File: src/design/accel_dead_reckoning_distance_unit_assert.svh
// Assertion macros used by the sequencer of the dead-reckoning distance unit
`ifndef ACCEL_DEAD_RECKONING_DISTANCE_UNIT_ASSERT_SVH
`define ACCEL_DEAD_RECKONING_DISTANCE_UNIT_ASSERT_SVH

// same-cycle implication, clocked on clk, off during reset
`define ADRD_ASSERT_SAME(label, ante, cons) \
  label: assert property (@(posedge clk) disable iff (rst) (ante) |-> (cons)) \
    else $error("adrd: same-cycle check failed");

// next-cycle implication, clocked on clk, off during reset
`define ADRD_ASSERT_NEXT(label, ante, cons) \
  label: assert property (@(posedge clk) disable iff (rst) (ante) |=> (cons)) \
    else $error("adrd: next-cycle check failed");

`endif

File: src/design/adrd_pkg.sv
// Types, constants and codes for the dead-reckoning distance unit
`default_nettype none

package adrd_pkg;

  // sample acceptance limits
  localparam int MAX_DT_MS    = 100;
  localparam int DEADZONE_LSB = 102;

  // configuration port
  localparam int CFG_IDX_W  = 2;
  localparam int CFG_DATA_W = 16;
  localparam int UNIT_W     = 10;
  localparam int UNIT_RESET = 50;

  typedef enum logic [CFG_IDX_W-1:0] {
    CFG_TRACKING,
    CFG_OFFSET_X,
    CFG_OFFSET_Y,
    CFG_UNIT_MM
  } cfg_idx_t;

  // datapath widths
  localparam int VEL_W  = 40;
  localparam int POS_W  = 48;
  localparam int ACC_W  = 56;
  localparam int MUL_AW = 24;
  localparam int MUL_BW = 16;
  localparam int MUL_PW = MUL_AW + MUL_BW;
  localparam int MAG_W  = 24;

  // 0.95 in Q0.16 and the half-LSB for rounding off 16 fraction bits
  localparam int DAMP_Q16  = 62259;
  localparam int ROUND_Q16 = 32768;

  // v*dt*8/250 gives the Q16.16 mm step; 125 rounds it
  localparam int CDIV_W       = 56;
  localparam int CDIV_DIVISOR = 250;
  localparam int CDIV_BIAS    = 125;
  localparam int CDIV_REM_W   = 8;
  localparam int CDIV_BITS    = 8;
  localparam int CDIV_STEPS   = CDIV_W / CDIV_BITS;

  // square root of mx^2 + my^2, one result bit per cycle
  localparam int SQ_W       = 49;
  localparam int SQRT_STEPS = (SQ_W + 1) / 2;
  localparam int ROOT_W     = SQRT_STEPS;

  // unit divider: (2T + u) / 2u
  localparam int UD_W     = 18;
  localparam int UD_D_W   = UNIT_W + 1;
  localparam int UD_BITS  = 2;
  localparam int UD_STEPS = UD_W / UD_BITS;

  localparam int CNT_W = $clog2(SQRT_STEPS);

  typedef enum logic [4:0] {
    ST_IDLE,
    ST_DISPATCH,
    ST_ADIFF,
    ST_AMUL,
    ST_VSUM,
    ST_VMAG,
    ST_DMUL_LO,
    ST_DMUL_HI,
    ST_DROUND,
    ST_PMUL_LO,
    ST_PMUL_HI,
    ST_CDIV_LOAD,
    ST_CDIV,
    ST_PSUM,
    ST_PMAG,
    ST_SQX_LO,
    ST_SQX_HI,
    ST_SQY_LO,
    ST_SQY_HI,
    ST_SQRT_LOAD,
    ST_SQRT,
    ST_TOTAL,
    ST_UDIV_LOAD,
    ST_UDIV,
    ST_DONE
  } state_t;

  typedef enum logic [4:0] {
    OP_NONE,
    OP_LOAD,
    OP_CLEAR,
    OP_ADIFF,
    OP_AMUL,
    OP_VSUM,
    OP_VMAG,
    OP_DMUL_LO,
    OP_DMUL_HI,
    OP_DROUND,
    OP_PMUL_LO,
    OP_PMUL_HI,
    OP_CDIV_LOAD,
    OP_CDIV,
    OP_PSUM,
    OP_PMAG,
    OP_SQX_LO,
    OP_SQX_HI,
    OP_SQY_LO,
    OP_SQY_HI,
    OP_SQRT_LOAD,
    OP_SQRT,
    OP_TOTAL,
    OP_UDIV_LOAD,
    OP_UDIV,
    OP_OUT
  } op_t;

  typedef struct packed {
    op_t  op;
    logic axis;
  } dp_cmd_t;

  typedef struct packed {
    logic clear_req;
    logic sample_ok;
  } dp_stat_t;

endpackage

`default_nettype wire

File: src/design/adrd_ctrl.sv
// Sequencer for the dead-reckoning distance unit
`default_nettype none
`include "accel_dead_reckoning_distance_unit_assert.svh"

module adrd_ctrl import adrd_pkg::*; (
  input  logic     clk,
  input  logic     rst,
  input  logic     in_valid,
  output logic     in_ready,
  output logic     out_valid,
  input  logic     out_ready,
  input  dp_stat_t dp_stat,
  output dp_cmd_t  dp_cmd
);

  state_t           state, state_next;
  logic             axis, axis_next;
  logic [CNT_W-1:0] cnt, cnt_next;
  logic             out_valid_next;

  always_ff @(posedge clk) begin
    if (rst) begin
      state     <= ST_IDLE;
      axis      <= 1'b0;
      cnt       <= '0;
      out_valid <= 1'b0;
    end else begin
      state     <= state_next;
      axis      <= axis_next;
      cnt       <= cnt_next;
      out_valid <= out_valid_next;
    end
  end

  always_comb begin
    state_next  = state;
    axis_next   = axis;
    cnt_next    = cnt;
    in_ready    = 1'b0;
    dp_cmd.op   = OP_NONE;
    dp_cmd.axis = axis;
    unique case (state)
      ST_IDLE: begin
        in_ready = !rst;
        if (in_valid && !rst) begin
          dp_cmd.op  = OP_LOAD;
          state_next = ST_DISPATCH;
        end
      end
      ST_DISPATCH: begin
        axis_next = 1'b0;
        if (dp_stat.clear_req) begin
          dp_cmd.op  = OP_CLEAR;
          state_next = ST_UDIV_LOAD;
        end else if (dp_stat.sample_ok) begin
          state_next = ST_ADIFF;
        end else begin
          state_next = ST_UDIV_LOAD;
        end
      end
      ST_ADIFF: begin
        dp_cmd.op  = OP_ADIFF;
        state_next = ST_AMUL;
      end
      ST_AMUL: begin
        dp_cmd.op  = OP_AMUL;
        state_next = ST_VSUM;
      end
      ST_VSUM: begin
        dp_cmd.op  = OP_VSUM;
        state_next = ST_VMAG;
      end
      ST_VMAG: begin
        dp_cmd.op  = OP_VMAG;
        state_next = ST_DMUL_LO;
      end
      ST_DMUL_LO: begin
        dp_cmd.op  = OP_DMUL_LO;
        state_next = ST_DMUL_HI;
      end
      ST_DMUL_HI: begin
        dp_cmd.op  = OP_DMUL_HI;
        state_next = ST_DROUND;
      end
      ST_DROUND: begin
        dp_cmd.op  = OP_DROUND;
        state_next = ST_PMUL_LO;
      end
      ST_PMUL_LO: begin
        dp_cmd.op  = OP_PMUL_LO;
        state_next = ST_PMUL_HI;
      end
      ST_PMUL_HI: begin
        dp_cmd.op  = OP_PMUL_HI;
        state_next = ST_CDIV_LOAD;
      end
      ST_CDIV_LOAD: begin
        dp_cmd.op  = OP_CDIV_LOAD;
        cnt_next   = '0;
        state_next = ST_CDIV;
      end
      ST_CDIV: begin
        dp_cmd.op = OP_CDIV;
        cnt_next  = cnt + CNT_W'(1);
        if (cnt == CNT_W'(CDIV_STEPS - 1)) begin
          state_next = ST_PSUM;
        end
      end
      ST_PSUM: begin
        dp_cmd.op = OP_PSUM;
        if (!axis) begin
          axis_next  = 1'b1;
          state_next = ST_ADIFF;
        end else begin
          state_next = ST_PMAG;
        end
      end
      ST_PMAG: begin
        dp_cmd.op  = OP_PMAG;
        state_next = ST_SQX_LO;
      end
      ST_SQX_LO: begin
        dp_cmd.op  = OP_SQX_LO;
        state_next = ST_SQX_HI;
      end
      ST_SQX_HI: begin
        dp_cmd.op  = OP_SQX_HI;
        state_next = ST_SQY_LO;
      end
      ST_SQY_LO: begin
        dp_cmd.op  = OP_SQY_LO;
        state_next = ST_SQY_HI;
      end
      ST_SQY_HI: begin
        dp_cmd.op  = OP_SQY_HI;
        state_next = ST_SQRT_LOAD;
      end
      ST_SQRT_LOAD: begin
        dp_cmd.op  = OP_SQRT_LOAD;
        cnt_next   = '0;
        state_next = ST_SQRT;
      end
      ST_SQRT: begin
        dp_cmd.op = OP_SQRT;
        cnt_next  = cnt + CNT_W'(1);
        if (cnt == CNT_W'(SQRT_STEPS - 1)) begin
          state_next = ST_TOTAL;
        end
      end
      ST_TOTAL: begin
        dp_cmd.op  = OP_TOTAL;
        state_next = ST_UDIV_LOAD;
      end
      ST_UDIV_LOAD: begin
        dp_cmd.op  = OP_UDIV_LOAD;
        cnt_next   = '0;
        state_next = ST_UDIV;
      end
      ST_UDIV: begin
        dp_cmd.op = OP_UDIV;
        cnt_next  = cnt + CNT_W'(1);
        if (cnt == CNT_W'(UD_STEPS - 1)) begin
          state_next = ST_DONE;
        end
      end
      ST_DONE: begin
        // hold here while the previous result is still unread
        if (!out_valid || out_ready) begin
          dp_cmd.op  = OP_OUT;
          state_next = ST_IDLE;
        end
      end
      default: begin
        state_next = ST_IDLE;
      end
    endcase
  end

  assign out_valid_next = (dp_cmd.op == OP_OUT) || (out_valid && !out_ready);

  `ADRD_ASSERT_SAME(a_no_result_overwrite, dp_cmd.op == OP_OUT, !out_valid || out_ready)
  `ADRD_ASSERT_NEXT(a_busy_after_accept, in_valid && in_ready, !in_ready)
  `ADRD_ASSERT_SAME(a_result_from_done, $rose(out_valid), $past(state == ST_DONE))
  `ADRD_ASSERT_SAME(a_loop_count_bound, state == ST_SQRT, cnt < CNT_W'(SQRT_STEPS))

endmodule

`default_nettype wire

File: src/design/adrd_dp.sv
// Datapath: configuration, integrators, shared multiplier, dividers and square root
`default_nettype none

module adrd_dp import adrd_pkg::*; (
  input  logic                  clk,
  input  logic                  rst,
  input  logic                  cfg_wr_en,
  input  logic [CFG_IDX_W-1:0]  cfg_index,
  input  logic [CFG_DATA_W-1:0] cfg_data,
  input  logic                  cmd,
  input  logic signed [15:0]    accel_x,
  input  logic signed [15:0]    accel_y,
  input  logic [15:0]           elapsed_ms,
  input  dp_cmd_t               dp_cmd,
  output dp_stat_t              dp_stat,
  output logic signed [15:0]    dist_x_mm,
  output logic signed [15:0]    dist_y_mm,
  output logic [15:0]           total_mm,
  output logic [15:0]           total_units,
  output logic                  sample_used
);

  // configuration
  logic              tracking_enable;
  logic [15:0]       offset_x;
  logic [15:0]       offset_y;
  logic [UNIT_W-1:0] unit_mm;

  // integrator state
  logic [VEL_W-1:0] vel [2];
  logic [POS_W-1:0] pos [2];
  logic [15:0]      total_dist;

  // latched request
  logic        item_clear;
  logic [15:0] item_ax;
  logic [15:0] item_ay;
  logic [15:0] item_dt;
  logic        used;

  // working registers
  logic [15:0]         amag;
  logic                aneg;
  logic [VEL_W-1:0]    vmag;
  logic                vneg;
  logic [ACC_W-1:0]    acc;
  logic [CDIV_W-1:0]   cd_num;
  logic [CDIV_REM_W-1:0] cd_rem;
  logic [MAG_W-1:0]    mx;
  logic [MAG_W-1:0]    my;
  logic                p_ovf;
  logic [SQ_W-1:0]     sq_n;
  logic [SQ_W-1:0]     sq_res;
  logic [SQ_W-1:0]     sq_bit;
  logic [UD_W-1:0]     ud_num;
  logic [UD_D_W-1:0]   ud_rem;

  function automatic logic [15:0] mm_round(input logic [POS_W-1:0] p);
    logic [POS_W:0]    s;
    logic [POS_W-16:0] r;
    // half away from zero: add 0.5 LSB, one less on the negative side
    s = {p[POS_W-1], p} + (p[POS_W-1] ? (POS_W+1)'(ROUND_Q16 - 1) : (POS_W+1)'(ROUND_Q16));
    r = s[POS_W:16];
    if (!r[POS_W-16] && (|r[POS_W-17:15])) begin
      mm_round = 16'h7FFF;
    end else if (r[POS_W-16] && !(&r[POS_W-17:15])) begin
      mm_round = 16'h8000;
    end else begin
      mm_round = r[15:0];
    end
  endfunction

  assign dp_stat.clear_req = item_clear;
  assign dp_stat.sample_ok = tracking_enable && (item_dt != 16'd0) &&
                             (item_dt <= 16'(MAX_DT_MS));

  // acceleration after offset and dead zone
  logic [15:0] sel_accel, sel_off;
  logic [16:0] adiff, adiff_mag;
  logic        a_dead;

  assign sel_accel = dp_cmd.axis ? item_ay : item_ax;
  assign sel_off   = dp_cmd.axis ? offset_y : offset_x;
  assign adiff     = {sel_accel[15], sel_accel} - {sel_off[15], sel_off};
  assign adiff_mag = adiff[16] ? (17'd0 - adiff) : adiff;
  assign a_dead    = adiff_mag <= 17'(DEADZONE_LSB);

  // shared 24x16 multiplier with shifted accumulate
  logic [MUL_AW-1:0] mul_a;
  logic [MUL_BW-1:0] mul_b;
  logic [4:0]        mul_sh;
  logic              mul_acc;
  logic [MUL_PW-1:0] mul_p;
  logic [ACC_W-1:0]  mul_term, acc_sum;

  always_comb begin
    mul_a   = '0;
    mul_b   = '0;
    mul_sh  = 5'd0;
    mul_acc = 1'b0;
    unique case (dp_cmd.op)
      OP_AMUL: begin
        mul_a = MUL_AW'(amag);
        mul_b = item_dt;
      end
      OP_DMUL_LO: begin
        mul_a = vmag[MUL_AW-1:0];
        mul_b = MUL_BW'(DAMP_Q16);
      end
      OP_DMUL_HI: begin
        mul_a   = MUL_AW'(vmag[VEL_W-1:MUL_AW]);
        mul_b   = MUL_BW'(DAMP_Q16);
        mul_sh  = 5'(MUL_AW);
        mul_acc = 1'b1;
      end
      OP_PMUL_LO: begin
        mul_a = vmag[MUL_AW-1:0];
        mul_b = item_dt;
      end
      OP_PMUL_HI: begin
        mul_a   = MUL_AW'(vmag[VEL_W-1:MUL_AW]);
        mul_b   = item_dt;
        mul_sh  = 5'(MUL_AW);
        mul_acc = 1'b1;
      end
      OP_SQX_LO: begin
        mul_a = mx;
        mul_b = mx[15:0];
      end
      OP_SQX_HI: begin
        mul_a   = mx;
        mul_b   = MUL_BW'(mx[MAG_W-1:16]);
        mul_sh  = 5'd16;
        mul_acc = 1'b1;
      end
      OP_SQY_LO: begin
        mul_a   = my;
        mul_b   = my[15:0];
        mul_acc = 1'b1;
      end
      OP_SQY_HI: begin
        mul_a   = my;
        mul_b   = MUL_BW'(my[MAG_W-1:16]);
        mul_sh  = 5'd16;
        mul_acc = 1'b1;
      end
      default: begin
      end
    endcase
  end

  assign mul_p    = MUL_PW'(mul_a) * MUL_PW'(mul_b);
  assign mul_term = ACC_W'(mul_p) << mul_sh;
  assign acc_sum  = (mul_acc ? acc : '0) + mul_term;

  // velocity update with saturation
  logic [VEL_W-1:0] vel_sel;
  logic [VEL_W:0]   v_delta, vsum;
  logic [VEL_W-1:0] vel_sat;

  assign vel_sel = vel[dp_cmd.axis];
  assign v_delta = aneg ? ((VEL_W+1)'(0) - (VEL_W+1)'(acc[31:0])) : (VEL_W+1)'(acc[31:0]);
  assign vsum    = {vel_sel[VEL_W-1], vel_sel} + v_delta;
  assign vel_sat = (vsum[VEL_W] != vsum[VEL_W-1]) ?
                   (vsum[VEL_W] ? {1'b1, {(VEL_W-1){1'b0}}} : {1'b0, {(VEL_W-1){1'b1}}}) :
                   vsum[VEL_W-1:0];

  logic [ACC_W-1:0] acc_round;
  assign acc_round = acc + ACC_W'(ROUND_Q16);

  // position update with saturation
  logic [POS_W-1:0] pos_sel;
  logic [POS_W:0]   p_step, psum;
  logic [POS_W-1:0] pos_sat;

  assign pos_sel = pos[dp_cmd.axis];
  assign p_step  = vneg ? ((POS_W+1)'(0) - {1'b0, cd_num[POS_W-1:0]}) :
                          {1'b0, cd_num[POS_W-1:0]};
  assign psum    = {pos_sel[POS_W-1], pos_sel} + p_step;
  assign pos_sat = (psum[POS_W] != psum[POS_W-1]) ?
                   (psum[POS_W] ? {1'b1, {(POS_W-1){1'b0}}} : {1'b0, {(POS_W-1){1'b1}}}) :
                   psum[POS_W-1:0];

  logic [POS_W-1:0] pmag_x, pmag_y;
  assign pmag_x = pos[0][POS_W-1] ? (POS_W'(0) - pos[0]) : pos[0];
  assign pmag_y = pos[1][POS_W-1] ? (POS_W'(0) - pos[1]) : pos[1];

  // divide by 250, eight quotient bits per cycle
  logic [CDIV_W-1:0]     cd_num_next;
  logic [CDIV_REM_W-1:0] cd_rem_next;

  always_comb begin
    logic [CDIV_REM_W:0] r;
    cd_num_next = cd_num;
    cd_rem_next = cd_rem;
    for (int i = 0; i < CDIV_BITS; i++) begin
      r           = {cd_rem_next, cd_num_next[CDIV_W-1]};
      cd_num_next = {cd_num_next[CDIV_W-2:0], 1'b0};
      if (r >= (CDIV_REM_W+1)'(CDIV_DIVISOR)) begin
        r              = r - (CDIV_REM_W+1)'(CDIV_DIVISOR);
        cd_num_next[0] = 1'b1;
      end
      cd_rem_next = r[CDIV_REM_W-1:0];
    end
  end

  // square root step: res and bit never overlap, so OR forms their sum
  logic [SQ_W-1:0] sq_trial;
  assign sq_trial = sq_res | sq_bit;

  logic [ROOT_W:0] root_rnd;
  assign root_rnd = {1'b0, sq_res[ROOT_W-1:0]} + (ROOT_W+1)'(128);

  // unit divider, two quotient bits per cycle
  logic [UNIT_W-1:0] unit_eff;
  logic [UD_D_W-1:0] ud_div;
  logic [UD_W-1:0]   ud_num_next;
  logic [UD_D_W-1:0] ud_rem_next;

  assign unit_eff = (unit_mm == '0) ? UNIT_W'(1) : unit_mm;
  assign ud_div   = {unit_eff, 1'b0};

  always_comb begin
    logic [UD_D_W:0] r;
    ud_num_next = ud_num;
    ud_rem_next = ud_rem;
    for (int i = 0; i < UD_BITS; i++) begin
      r           = {ud_rem_next, ud_num_next[UD_W-1]};
      ud_num_next = {ud_num_next[UD_W-2:0], 1'b0};
      if (r >= {1'b0, ud_div}) begin
        r              = r - {1'b0, ud_div};
        ud_num_next[0] = 1'b1;
      end
      ud_rem_next = r[UD_D_W-1:0];
    end
  end

  // configuration and integrator state
  always_ff @(posedge clk) begin
    if (rst) begin
      tracking_enable <= 1'b0;
      offset_x        <= '0;
      offset_y        <= '0;
      unit_mm         <= UNIT_W'(UNIT_RESET);
      vel[0]          <= '0;
      vel[1]          <= '0;
      pos[0]          <= '0;
      pos[1]          <= '0;
      total_dist      <= '0;
    end else begin
      if (cfg_wr_en) begin
        unique case (cfg_idx_t'(cfg_index))
          CFG_TRACKING: tracking_enable <= cfg_data[0];
          CFG_OFFSET_X: offset_x        <= cfg_data;
          CFG_OFFSET_Y: offset_y        <= cfg_data;
          CFG_UNIT_MM:  unit_mm         <= cfg_data[UNIT_W-1:0];
        endcase
      end
      unique case (dp_cmd.op)
        OP_CLEAR: begin
          vel[0]     <= '0;
          vel[1]     <= '0;
          pos[0]     <= '0;
          pos[1]     <= '0;
          total_dist <= '0;
        end
        OP_VSUM: vel[dp_cmd.axis] <= vel_sat;
        OP_PMUL_LO: vel[dp_cmd.axis] <= vneg ? (VEL_W'(0) - vmag) : vmag;
        OP_PSUM: pos[dp_cmd.axis] <= pos_sat;
        OP_TOTAL: begin
          if (p_ovf || (|root_rnd[ROOT_W:24])) begin
            total_dist <= 16'hFFFF;
          end else begin
            total_dist <= root_rnd[23:8];
          end
        end
        default: begin
        end
      endcase
    end
  end

  // working registers and result
  always_ff @(posedge clk) begin
    unique case (dp_cmd.op)
      OP_LOAD: begin
        item_clear <= cmd;
        item_ax    <= accel_x;
        item_ay    <= accel_y;
        item_dt    <= elapsed_ms;
        used       <= 1'b0;
      end
      OP_ADIFF: begin
        amag <= a_dead ? 16'd0 : adiff_mag[15:0];
        aneg <= adiff[16];
      end
      OP_AMUL, OP_DMUL_LO, OP_DMUL_HI, OP_PMUL_LO, OP_PMUL_HI,
      OP_SQX_LO, OP_SQX_HI, OP_SQY_LO, OP_SQY_HI: begin
        acc <= acc_sum;
      end
      OP_VMAG: begin
        vmag <= vel_sel[VEL_W-1] ? (VEL_W'(0) - vel_sel) : vel_sel;
        vneg <= vel_sel[VEL_W-1];
      end
      OP_DROUND: vmag <= acc_round[ACC_W-1:16];
      OP_CDIV_LOAD: begin
        cd_num <= {acc[CDIV_W-4:0], 3'b000} + CDIV_W'(CDIV_BIAS);
        cd_rem <= '0;
      end
      OP_CDIV: begin
        cd_num <= cd_num_next;
        cd_rem <= cd_rem_next;
      end
      OP_PMAG: begin
        mx    <= pmag_x[MAG_W+7:8];
        my    <= pmag_y[MAG_W+7:8];
        p_ovf <= (|pmag_x[POS_W-1:32]) || (|pmag_y[POS_W-1:32]);
      end
      OP_SQRT_LOAD: begin
        sq_n   <= acc[SQ_W-1:0];
        sq_res <= '0;
        sq_bit <= {1'b1, {(SQ_W-1){1'b0}}};
      end
      OP_SQRT: begin
        if (sq_n >= sq_trial) begin
          sq_n   <= sq_n - sq_trial;
          sq_res <= (sq_res >> 1) | sq_bit;
        end else begin
          sq_res <= sq_res >> 1;
        end
        sq_bit <= sq_bit >> 2;
      end
      OP_TOTAL: used <= 1'b1;
      OP_UDIV_LOAD: begin
        ud_num <= {1'b0, total_dist, 1'b0} + UD_W'(unit_eff);
        ud_rem <= '0;
      end
      OP_UDIV: begin
        ud_num <= ud_num_next;
        ud_rem <= ud_rem_next;
      end
      OP_OUT: begin
        dist_x_mm   <= mm_round(pos[0]);
        dist_y_mm   <= mm_round(pos[1]);
        total_mm    <= total_dist;
        total_units <= ud_num[15:0];
        sample_used <= used;
      end
      default: begin
      end
    endcase
  end

endmodule

`default_nettype wire

File: src/design/accel_dead_reckoning_distance_unit.sv
// Top level of the accelerometer dead-reckoning distance unit
//
// Channel  | Handshake                 | Payload
// ---------+---------------------------+----------------------------------------------
// request  | in_valid / in_ready       | cmd, accel_x, accel_y, elapsed_ms
// result   | out_valid / out_ready     | dist_x_mm, dist_y_mm, total_mm, total_units,
//          |                           | sample_used
// config   | cfg_wr_en                 | cfg_index, cfg_data
//
// A request that updates the integrators runs each axis through the shared 24x16
// multiplier and the divide by 250 at eight bits a cycle, then the 25-step square
// root and the unit divider at two bits a cycle; a clear or an ignored sample goes
// straight to the unit divider. No new request is accepted until the last is done.
// Synchronous reset zeroes the integrators, loads the register defaults and
// empties the result channel. A result sits in the output registers until taken;
// the next request is accepted meanwhile and waits at its end if still unread.
`default_nettype none

module accel_dead_reckoning_distance_unit import adrd_pkg::*; (
  input  logic                  clk,
  input  logic                  rst,
  input  logic                  cfg_wr_en,
  input  logic [CFG_IDX_W-1:0]  cfg_index,
  input  logic [CFG_DATA_W-1:0] cfg_data,
  input  logic                  in_valid,
  output logic                  in_ready,
  input  logic                  cmd,
  input  logic signed [15:0]    accel_x,
  input  logic signed [15:0]    accel_y,
  input  logic [15:0]           elapsed_ms,
  output logic                  out_valid,
  input  logic                  out_ready,
  output logic signed [15:0]    dist_x_mm,
  output logic signed [15:0]    dist_y_mm,
  output logic [15:0]           total_mm,
  output logic [15:0]           total_units,
  output logic                  sample_used
);

  dp_cmd_t  dp_cmd;
  dp_stat_t dp_stat;

  adrd_ctrl u_ctrl (
    .clk       (clk),
    .rst       (rst),
    .in_valid  (in_valid),
    .in_ready  (in_ready),
    .out_valid (out_valid),
    .out_ready (out_ready),
    .dp_stat   (dp_stat),
    .dp_cmd    (dp_cmd)
  );

  adrd_dp u_dp (
    .clk         (clk),
    .rst         (rst),
    .cfg_wr_en   (cfg_wr_en),
    .cfg_index   (cfg_index),
    .cfg_data    (cfg_data),
    .cmd         (cmd),
    .accel_x     (accel_x),
    .accel_y     (accel_y),
    .elapsed_ms  (elapsed_ms),
    .dp_cmd      (dp_cmd),
    .dp_stat     (dp_stat),
    .dist_x_mm   (dist_x_mm),
    .dist_y_mm   (dist_y_mm),
    .total_mm    (total_mm),
    .total_units (total_units),
    .sample_used (sample_used)
  );

endmodule

`default_nettype wire
File: config.mk
export PLATFORM = sky130hd
export DESIGN_NAME = accel_dead_reckoning_distance_unit
export DESIGN_NICKNAME = d
export VERILOG_FILES = /design/src/design/adrd_pkg.sv /design/src/design/adrd_ctrl.sv /design/src/design/adrd_dp.sv /design/src/design/accel_dead_reckoning_distance_unit.sv
export VERILOG_INCLUDE_DIRS = /design/src /design/src/design
export SDC_FILE = /design/constraint.sdc
export NUM_CORES = 2
export LEC_CHECK = 0
export BUFFER_PORTS_ARGS = -buffer_cell sky130_fd_sc_hd__buf_2
export CAP_MARGIN = 20
export CORE_UTILIZATION = 45
export CTS_BUF_LIST = sky130_fd_sc_hd__clkbuf_4 sky130_fd_sc_hd__clkbuf_8 sky130_fd_sc_hd__clkbuf_16
export DETAILED_ROUTE_END_ITERATION = 12
export HOLD_SLACK_MARGIN = 0.06
export PLACE_DENSITY = 0.57
export SYNTH_ARGS = -nofsm -noshare
export SYNTH_HDL_FRONTEND = slang
export SYNTH_SLANG_ARGS = --single-unit
File: constraint.sdc
create_clock -name clk -period 22.4 [get_ports clk]
set_input_delay 3.36 -clock clk [delete_from_list [all_inputs] [get_ports clk]]
set_output_delay 3.36 -clock clk [all_outputs]
set_load 0.005 [all_outputs]
== Yosys cells after proc, flatten, opt, wreduce, memory -nomap -nowiden ==
Memories as Yosys holds them, arrays and structs flattened. A register that Yosys moved wholly into a read port is not among the register bits.
Index checks and enable logic that the tools add are counted.

* Flip-flop bits (word level): 589
* Memory bits (writable): 176
* Bits of input ports: 72
* Output and inout bits: 67
* Logic and storage cells: 308
* Memories: 2

* $add $sub $neg: 29
* $mul: 1
* Order comparisons: 13
* Equal/unequal tests: 63
* Shift operators: 1
* Muxes and demuxes: 101
* Bitwise operators: 7
* Reductions and logical operators: 57

{| class="wikitable"
|+ Memory list
! name !! depth !! bits a word !! rd ports !! clocked after Yosys merged registers in !! wr ports !! RTL line !! RTL
|-
| u_dp.pos || 2 || 48 || 3 || 1 || 2 || adrd_dp.sv:31 || <nowiki>logic [POS_W-1:0] pos [2];</nowiki>
|-
| u_dp.vel || 2 || 40 || 1 || 1 || 2 || adrd_dp.sv:30 || <nowiki>logic [VEL_W-1:0] vel [2];</nowiki>
|}

{| class="wikitable"
|+ Operators by type and width
! cell !! number
|-
| $mux 48 || 7
|-
| $mux 40 || 8
|-
| $pmux 49 s2 || 3
|-
| $pmux 5 s25 || 2
|-
| $add 49x49->49 || 3
|-
| $mux 49 || 3
|-
| $pmux 24 s5 || 1
|-
| $mux 16 || 7
|-
| $pmux 56 s2 || 1
|-
| $eq 5x5->1 const B || 20
|-
| $pmux 16 s6 || 1
|-
| $sub 1x48->48 const A || 2
|-
| $eq 5x4->1 const B || 17
|-
| $pmux 40 s2 || 1
|-
| $sub 1x40->40 const A || 2
|-
| $ge 9x8->1 const B || 8
|-
| $mux 8 || 8
|-
| $sub 8x8->8 const B || 8
|-
| $add 56x16->56 const B || 1
|-
| $add 56x56->56 || 1
|-
| $add 56x7->56 const B || 1
|-
| $mux 56 || 1
|-
| $shl 40x5->56 || 1
|-
| $ge 49x49->1 || 1
|-
| 57 further kinds || 164
|}

== Longest topological paths before layout ==
* Depth in word-level cells: 17
* Depth in mapped cells: 62
* Gate-level depth less buffers: 58

== Cells and area by module ==
Synthesis repeated with hierarchy kept, for this count alone.

* Cell total of the unflattened synthesis: 7070
* Area total of the unflattened synthesis: 64560.7 sq um

{| class="wikitable"
|+ Modules (own cells, without submodules)
! module !! times used !! cells an instance !! area an instance (sq um) !! sequential area each (sq um)
|-
| adrd_dp || 1 || 6944 || 63598.5 || 21300.4
|-
| adrd_ctrl || 1 || 126 || 962.2 || 240.2
|}

== Worst setup path after synthesis ==
No wires, ideal clock.

* Path type: input port to flip-flop
* Start: input out_ready
* End: register u_dp.acc[54] (data pin)
* Library setup time: 258 ps
* Arrival: 17695 ps
* Required time: 22142 ps
* Path slack: 4447 ps
* Stages on the path: 54
* Buffers on the path: 2
* Path through: nand2b_1 nor2b_1 nor3_1 or3_1 a211oi_1 clkbuf_1 clkbuf_1 a221o_1 nand2_1 fa_1 inv_1 fa_1 ha_1 fa_1 inv_1 fa_1 fa_1 inv_1 (+18 left out) xor2_1 a211oi_1 a21oi_1 ha_1 o21ai_0 nand2b_1 nand3_1 or4_1 a21oi_1 o221a_2 a221o_1 o41ai_1 nor2_1 a211oi_1 a21oi_1 a21o_1 a31oi_1 xnor2_1

* Longest elaborated chain between the ends: 9
* Elaborated cells between the ends (all ways): 28
* Those cells by class: add/sub (1); mul (1); eq/ne (9); shift (1); mux (7); reduce/logical (9)

{| class="wikitable"
|+ Ends and longest elaborated chain
! what !! RTL line !! RTL
|-
| from (decl) || accel_dead_reckoning_distance_unit.sv:32 || <nowiki>input logic out_ready,</nowiki>
|-
| $logic_or 1x1->1 (*) || adrd_ctrl.sv:168 || <nowiki>if (!out_valid || out_ready) begin</nowiki>
|-
| $mux 5 (*) || adrd_ctrl.sv:168 ||
|-
| $pmux 5 s25 (*) || adrd_ctrl.sv:42 || <nowiki>unique case (state)</nowiki>
|-
| $eq 5x3->1, or another cell as far along || adrd_dp.sv:101 || <nowiki>unique case (dp_cmd.op)</nowiki>
|-
| $reduce_or 3->1 (no line) / $reduce_or 2->1 (equally long branches) || -- ||
|-
| $pmux 16 s6 / $pmux 24 s5 (equally long branches) || adrd_dp.sv:101 ||
|-
| $mul 24x16->40 || adrd_dp.sv:152 || <nowiki>assign mul_p = MUL_PW'(mul_a) * MUL_PW'(mul_b);</nowiki>
|-
| $shl 40x5->56 || adrd_dp.sv:153 || <nowiki>assign mul_term = ACC_W'(mul_p) << mul_sh;</nowiki>
|-
| $add 56x56->56 (*) || adrd_dp.sv:154 || <nowiki>assign acc_sum = (mul_acc ? acc : '0) + mul_term;</nowiki>
|-
| net u_dp.acc_sum[54] || adrd_dp.sv:94 || <nowiki>logic [ACC_W-1:0] mul_term, acc_sum;</nowiki>
|-
| to (signal assigned) || adrd_dp.sv:299 || <nowiki>acc <= acc_sum;</nowiki>
|-
| to (decl) || adrd_dp.sv:46 || <nowiki>logic [ACC_W-1:0] acc;</nowiki>
|}

The timed path passes the listed nets; every way through them passes the cells marked *.
A chain may end at the register's enable or synchronous reset.

== Worst setup path in the final report ==
* Start: input rst
* End: register u_dp.acc[54] (data pin)

* Longest elaborated chain between the ends: 10
* Elaborated cells between the ends (all ways): 29
* Those cells by class: add/sub (1); mul (1); eq/ne (9); shift (1); mux (7); reduce/logical (10)

{| class="wikitable"
|+ Ends and longest elaborated chain
! what !! RTL line !! RTL
|-
| from (decl) || accel_dead_reckoning_distance_unit.sv:21 || <nowiki>input logic rst,</nowiki>
|-
| $logic_not 1->1 (*) || adrd_ctrl.sv:45 || <nowiki>if (in_valid && !rst) begin</nowiki>
|-
| $logic_and 1x1->1 (*) || adrd_ctrl.sv:45 ||
|-
| $mux 1 (*) || adrd_ctrl.sv:45 ||
|-
| $pmux 5 s25 (*) || adrd_ctrl.sv:42 ||
|-
| $eq 5x3->1, or another cell as far along || adrd_dp.sv:101 ||
|-
| $reduce_or 3->1 (no line) / $reduce_or 2->1 (equally long branches) || -- ||
|-
| $pmux 16 s6 / $pmux 24 s5 (equally long branches) || adrd_dp.sv:101 ||
|-
| $mul 24x16->40 || adrd_dp.sv:152 ||
|-
| $shl 40x5->56 || adrd_dp.sv:153 ||
|-
| $add 56x56->56 (*) || adrd_dp.sv:154 ||
|-
| net u_dp.acc_sum[54] || adrd_dp.sv:94 ||
|}

Marks and branches as above.

==> results.yml <==
clock_tree:
  path_clk_slew_ns: 0.05
  postCtsHoldBufs: 0
  clock-sinks: 742
  cts_tree: "built"
  post-cts-setup-buffer-count: 0
  cts-resized-gates: 0
  cts_buffer_depth: 3
  clk_latency_ns: 0.72
  root_buffer: "clkbuf_16"
  cts-htree-levels: 3
  cts_made_buffers: 90
placed_design:
  gp_congestion: 0.982
  portBuffers: 138
  placed_cell_area_um2: 67200
  hpwl_mm: 170
power:
  leakagePower_uw: 0.0284
  peakVddDrop_uv: 71.8
  powerDensity_nw_per_um2: 118
route:
  drc: 0
  drtAntennaViolNets: 0
  wire_per_inst_um: 24.0
  routed_wl_mm: 219
  num_vias: 53400
  via_per_inst: 5.86
  drtIter0Drc: 4962
  first_pass_iters: 6
synth:
  synth_most_common_cell: "nand2_1"
  synth_area_leaders: "edfxtp_1 31%, fa_1 9.7%, ha_1 7.7%"
  seq_area_frac_synth: 0.334
  avgSynthCellArea_um2: 9.01
  ys_async_sr_fraction: 0
  synth_common_cells: "897 x nand2_1, 727 x nor2_1, 670 x edfxtp_1"
  synth.top_cell.area_share: 0.312
  synthFlopType: "edfxtp_1"
  synthDistinctLibCells: 111
  netlist_instances: 7154
  synth_area_leader_cell: "edfxtp_1"
  synth_seq_cells: 742
  synthesis.area_um2: 64500
  synth_edf_count: 670
  syn-num-nets: 7938
  yosys_warnings: 0
sta:
  skew_ns: 0.0769
  setup_viol: 0
  grt_setup_unrepaired: "false"
  fin_setup_tns_ns: 0
  relSlewSlack: 0.142
  maxSlewViolCount: 0
  finalHoldViolCount: 0
  min_period_over_period: 0.810
  worst_pin_slew_ns: 1.29
  fin_crit_ns: 18.15
  max_freq_mhz: 55.1
critical_path:
  end_kind: "register"
  r2r_cells: 53
  crit_path_top_delay_cell: "nor3_2"
  path_max_fanout: 80
  critical-path-max-stage-delay_ns: 0.83
  critPathKind: "in -> reg"
  worstPathRequired_ns: 22.79
  crit_cells: 57
  cp_common_cell: "o21ai_0"
  crit_buf_inv: 8
  crit_family: "compound AO/OA/AOI/OAI gates"
  critPathLaunchType: "primary input"
  worstPathArrival_ns: 18.54
global_routing:
  grt_usage: 0.298
  overflow: 0
  antenna_found_initial: 16
  met3_usage: 0.0477
  gr-usage-met1: 0.404
  grt_max_degree: 101
  grt_pass1_wl_mm: 327
  busiest_layer: "met2"
  grt_pass1_vias: 51200
  use_met2: 0.473
final_layout:
  fin_util: 0.494
  area_delta_synth_final_pct: 8.75
  drive_gt1_frac: 0.0818
  nets: 7925
  fin_area_um2: 70100
floorplanning:
  rows: 138
  core_area_um2: 142000
  io_pins: 139
  die_w_um: 381
  dieArea_um2: 145000
  initial_core_util: 0.454
  die_h_um: 381
hold_path:
  min_path_type: "reg -> reg"
  hold_depth: 2
flow_run:
  maxCapViolations: 0
run_status:
  status: "complete, no violations"
==> power breakdown <==
group | switching [uW] | internal [uW] | total (uW)
logic | 3040 | 1540 | 4580
registers | 361 | 1870 | 2230
clock network | 635 | 833 | 1470
==> per-layer routing <==
layer / vias to the layer above / part of all wire
met3: 382 / 0.070
met1: 26300 / 0.43
met4: 8 / 0.045
met5: - / 0.00020
met2: 1881 / 0.45
li1: 24900 / -
==> cell usage in the layout (no fill, tap or decap), drive strengths merged, types with 19 or more instances in the layout <==
| cell type | count |
|---|---|
| nor3 | 111 |
| a211oi | 33 |
| edfxtp | 670 |
| clkbuf | 116 |
| fa | 314 |
| or3 | 85 |
| nand2 | 897 |
| nand2b | 68 |
| dfxtp | 72 |
| xor2 | 178 |
| nor2b | 50 |
| a21o | 118 |
| o21ai | 514 |
| o211ai | 20 |
| and3 | 57 |
| a221o | 19 |
| a221oi | 25 |
| xnor2 | 421 |
| mux2 | 94 |
| o22ai | 23 |
| inv | 581 |
| a31oi | 43 |
| mux2i | 88 |
| buf | 240 |
| nand4 | 43 |
| nor2 | 728 |
| or4 | 40 |
| ha | 398 |
| o41ai | 24 |
| clkinv | 36 |
| o21a | 39 |
| nand3 | 123 |
| nor4 | 46 |
| o31ai | 76 |
| and2 | 161 |
| a21oi | 376 |
| or2 | 28 |
| o21bai | 32 |
==> cell families after synthesis <==
group / count (synthesis) / synth area share
buf+inv: 921 / 0.0540
flops: 742 / 0.334
simple gates: 2487 / 0.177
fa+ha+maj: 713 / 0.175
mux: 182 / 0.0305
xor+xnor: 599 / 0.0815
compound gates: 1510 / 0.148
==> tightest hold or removal path: stages, from the launching register on <==
cell	delay (ns)
dfxtp_1	0.30
nand2_1	0.05
a21oi_1	0.05
==> path summary, 6_finish.rpt <==
kind / from / end / slack, ns
hold / removal: u_dp.offset_x[10] / u_dp.offset_x[10] / 0.45
setup reg to reg: u_ctrl.state[4] / u_dp.acc[54] / 6.65
hold reg to reg: u_dp.offset_x[10] / u_dp.offset_x[10] / 0.45
setup / recovery: rst / u_dp.acc[54] / 4.25
==> flip-flops by register name (all words and copies together) (netlist names), 25 cells and up, named ones only <==
name / count
u_dp.acc: 56
u_dp.cd_num: 56
u_dp.pos: 96
u_dp.sq_bit: 25
u_dp.sq_n: 49
u_dp.sq_res: 49
u_dp.vel: 80
u_dp.vmag: 40
==> metrics by stage <==
stage | hold slack, ns | worst slack [ns] | power [uW] | instances
finish | 0.453 | 4.25 | 8280 | 9107
global route | 0.463 | 3.07 | 8760 | 9104
CTS | 0.448 | 4.50 | 8230 | 9102
detailed placement | 0.414 | 3.88 | 6740 | 8938
global placement | 0.410 | 4.30 | 6710 | 8936
floorplan | 0.400 | 4.45 | 5160 | 7154
==> layout make-up <==
type | count | area (um^2)
multi-input combinational | 5491 | 39600
clock buffer | 116 | 2500
inverter | 576 | 2160
tap | 1890 | 2360
fill | 13600 | 71800
sequential | 742 | 21600
clock inverter | 48 | 453
antenna | 4 | 10.0
timing repair buffer | 240 | 1460
(Power assumes the default switching activity.)
